--- src/rtl/kuf_ram.sv ---
`timescale 1ns / 1ps
`default_nettype none

module kuf_ram #(
    parameter int WIDTH = 8,
    parameter int DEPTH = 16
) (
    input  wire logic                     clk,
    input  wire logic                     we,
    input  wire logic [$clog2(DEPTH)-1:0] waddr,
    input  wire logic [WIDTH-1:0]         wdata,
    input  wire logic [$clog2(DEPTH)-1:0] raddr,
    output logic      [WIDTH-1:0]         rdata
);

    logic [WIDTH-1:0] mem [DEPTH];

    always_ff @(posedge clk)
    begin
        if (we)
        begin
            mem[waddr] <= wdata;
        end
        rdata <= mem[raddr];
    end

endmodule

`default_nettype wire

--- config.mk ---
export PLATFORM = sky130hd
export DESIGN_NAME = kuf_ram
export DESIGN_NICKNAME = d
export VERILOG_FILES = /design/src/rtl/kuf_ram.sv
export SDC_FILE = /design/constraint.sdc
export NUM_CORES = 1
export LEC_CHECK = 0
export ABC_AREA = 1
export BUFFER_PORTS_ARGS = -buffer_cell sky130_fd_sc_hd__clkbuf_2
export CORE_MARGIN = 2
export CORE_UTILIZATION = 55
export CTS_CLUSTER_DIAMETER = 40
export DETAILED_ROUTE_END_ITERATION = 8
export PLACE_DENSITY = 0.84
export SLEW_MARGIN = 5
export SYNTH_ARGS = -nofsm -noshare
export SYNTH_HDL_FRONTEND = slang
export SYNTH_SLANG_ARGS = --single-unit
export TNS_END_PERCENT = 10
--- constraint.sdc ---
create_clock -name clk -period 1.4 [get_ports clk]
set_clock_uncertainty 0.05 [all_clocks]
set_input_delay 0.35 -clock clk [delete_from_list [all_inputs] [get_ports clk]]
set_output_delay 0.35 -clock clk [all_outputs]
set_load 0.05 [all_outputs]
==> metrics.md <==
| Metric | Value |
|---|---|
| Status | `complete, but fails checks` |
| Violated checks | `negative setup slack` |
| Fraction of registers with async set/reset | `0` |
| Critical path type | `reg2out` |
| Most frequent cell after synthesis | `nand2_1` |
| Worst Hold End | `rdata[3]$_DFF_P_` |
| Cell count of the worst reg-to-reg path | `6` |
| Port Buffers | `25` |
| Buffer depth of the longest clock path | `2` |
| Final Util | `0.664` |
| CP arrival | `1.03 ns` |
| Global route overflow | `0` |
| DR WL/cell | `18.0 microns` |
| Slowest cell on crit path | `dfxtp_2` |
| Initial antenna violation count | `0` |
| Final period utilization | `1.02` |
| Worst-Skew Late Latency | `0.52 ns` |
| Minimum clock period | `1.43 ns` |
| Crit-path max cell delay | `0.36 ns` |
| First-pass GRT wire length | `20900 microns` |
| Syn_nets | `569` |
| Total GRT Usage | `0.253` |
| Cell count of the worst hold path | `4` |
| CP bufs+invs | `1` |
| DRC violations left | `0` |
| CTS tree | `built` |
| Max Cap Viol | `0` |
| Via count | `4056` |
| Post-synth top cells | `nand2_1 (173), edfxtp_1 (128), inv_1 (100)` |
| Die H | `106 microns` |
| Std-Cell Rows | `37` |
| Fmax | `699 MHz` |
| ANT cells | `0` |
| Ys Warns | `0` |
| Synth area leader | `edfxtp_1` |
| Netlist Area Pre-Place | `5770 sq um` |
| Fin. max-slew vios | `0` |
| Vias/cell | `5.42` |
| Pwr Density | `1370 nW/um^2` |
| Crit start category | `register` |
| Leakage power | `2.96 nW` |
| Crit-path cells | `buf_8` |
| Setup TNS | `-0.114 ns` |
| Reg clk slew, reported paths | `0.06 ns` |
| Worst R2R Start | `mem[1][7]$_DFFE_PP_` |
| Max VDD drop | `0.973 mV` |
| Ys flop type | `edfxtp_1` |
| Core area | `10200 sq um` |
| Post-synth top area share | `0.667` |
| Die X | `106 microns` |
| Placer Congestion | `0.880` |
| Top cells by area, synth | `edfxtp_1 (67%), nand2_1 (11%), nand3_1 (8.4%), inv_1 (6.5%), dfxtp_1 (2.8%)` |
| Dpl hpwl | `7960 microns` |
| Cts hold-fix bufs | `0` |
| Setup ws final | `-0.0299 ns` |
| Worst Hold Launch | `raddr[3]` |
| Post-CTS Setup Inserts | `0` |
| R2r endpoint | `rdata[7]$_DFF_P_` |
| Yosys cell types | `12` |
| Die area | `11300 sq um` |
| TritonRoute pass-1 iters | `5` |
| Area Growth Syn to Fin | `17.9%` |
| Final wirelength | `13400 microns` |
| Htree depth | `4` |
| Pre-CTS setup slack | `-0.117 ns` |
| Final setup viols | `6` |
| CP Capture Type | `primary output` |
| Worst-Margin Slew | `0.407 ns` |
| Starting Density | `0.564` |
| Detail Route Antenna Nets | `0` |
| Iteration-0 DRC Markers | `521` |
| Mapped Cells | `551` |
| Top delay family on crit path | `flip-flops` |
| Largest net degree at the start of global routing | `51` |
| Reg2reg setup slack | `0.25 ns` |
| Avg Cell Area, Syn | `10.5 sq um` |
| IO Count | `26` |
| Max-slew headroom | `0.728` |
| Vias in the first global route | `4053` |
| Share of cells above drive strength 1 | `0.147` |
| Register area share after synthesis | `0.694` |
| WP data required | `1.00 ns` |
| Worst Hold Class | `in2reg` |
| Clock Sinks | `136` |
| Post-synth EDFFs | `128` |
| Top fanout value on the critical path | `1` |
| Synthesized flop and latch total | `136` |
| Inserted Clock Buffers | `17` |
| Root Driver | `clkbuf_8` |
| Final hold violation count | `0` |
| Nets | `617` |
| RSZ-0062 raised after global routing | `yes` |
==> placed cells by master, fill, tap and decap left out <==
master        n
clkinv_2      2
nand2_1     173
nand3_1      97
nor2_1       17
clkbuf_2     17
buf_4        24
bufinv_16     1
buf_12        4
clkinvlp_4    4
edfxtp_1    128
clkbuf_16    18
clkbuf_8      1
clkbuf_1      2
buf_8         6
inv_1       100
nand3b_1      2
clkinv_1      3
inv_2         2
dfxtp_2       7
clkinv_4      3
dfxtp_4       1
==> layer usage <==
metal  routed length [microns]  global-route usage  part of all wire  vias to the layer above
met4                       327               0.106             0.024                        0
met5                         0                   0                 0                        -
met3                      1030              0.0576             0.077                       33
li1                          -                   -                 -                     1872
met2                      6930               0.429              0.52                      225
met1                      5150               0.314              0.38                     1926
==> flip-flops by register name, summed over array words and instances (netlist names) <==
register  cells
mem         128
rdata         8
==> what timing repair did <==
item / 4_1_cts / 5_1_grt
gates resized for setup: 25 / 8
endpoints found under the hold margin: 0 / 0
endpoints found under the setup margin: 8 / 8
==> per-stage QoR <==
stage	area [sq um]	total power [mW]	std cells	hold WS (ns)
floorplan	5770	5.07	551	0.399
global placement	6160	5.30	716	0.589
detailed placement	6160	5.33	716	0.603
CTS	6790	9.28	748	0.202
global route	6800	9.57	748	0.210
finish	6800	9.29	748	0.220
==> report_power, final <==
part           switching (mW)  internal [mW]
Clock                    1.62           2.33
Combinational           0.493          0.249
Sequential             0.0438           4.56
Total                    2.16           7.14
==> cell families after synthesis <==
group	count (synthesis)	share of synthesized area
flops	136	0.694
buf+inv	126	0.0952
simple gates	289	0.210
==> worst max-delay path by stage <==
stage                      from  cells after the start             endpoint
6_report       rdata[1]$_DFF_P_                      1             rdata[1]
3_3_place_gp           raddr[0]                      8     rdata[3]$_DFF_P_
4_1_cts        rdata[1]$_DFF_P_                      1             rdata[1]
2_1_floorplan          waddr[3]                      2  mem[4][0]$_DFFE_PP_
3_5_place_dp           raddr[0]                      8     rdata[3]$_DFF_P_
5_1_grt        rdata[5]$_DFF_P_                      1             rdata[5]
==> final cells by class <==
type,instances,area [sq um]
sequential,136,4020
fill,707,3430
multi-input combinational,289,1210
timing repair buffer,53,485
clock buffer,19,422
inverter,102,383
tap,136,170
clock inverter,13,108
(Power assumes the default switching activity.)
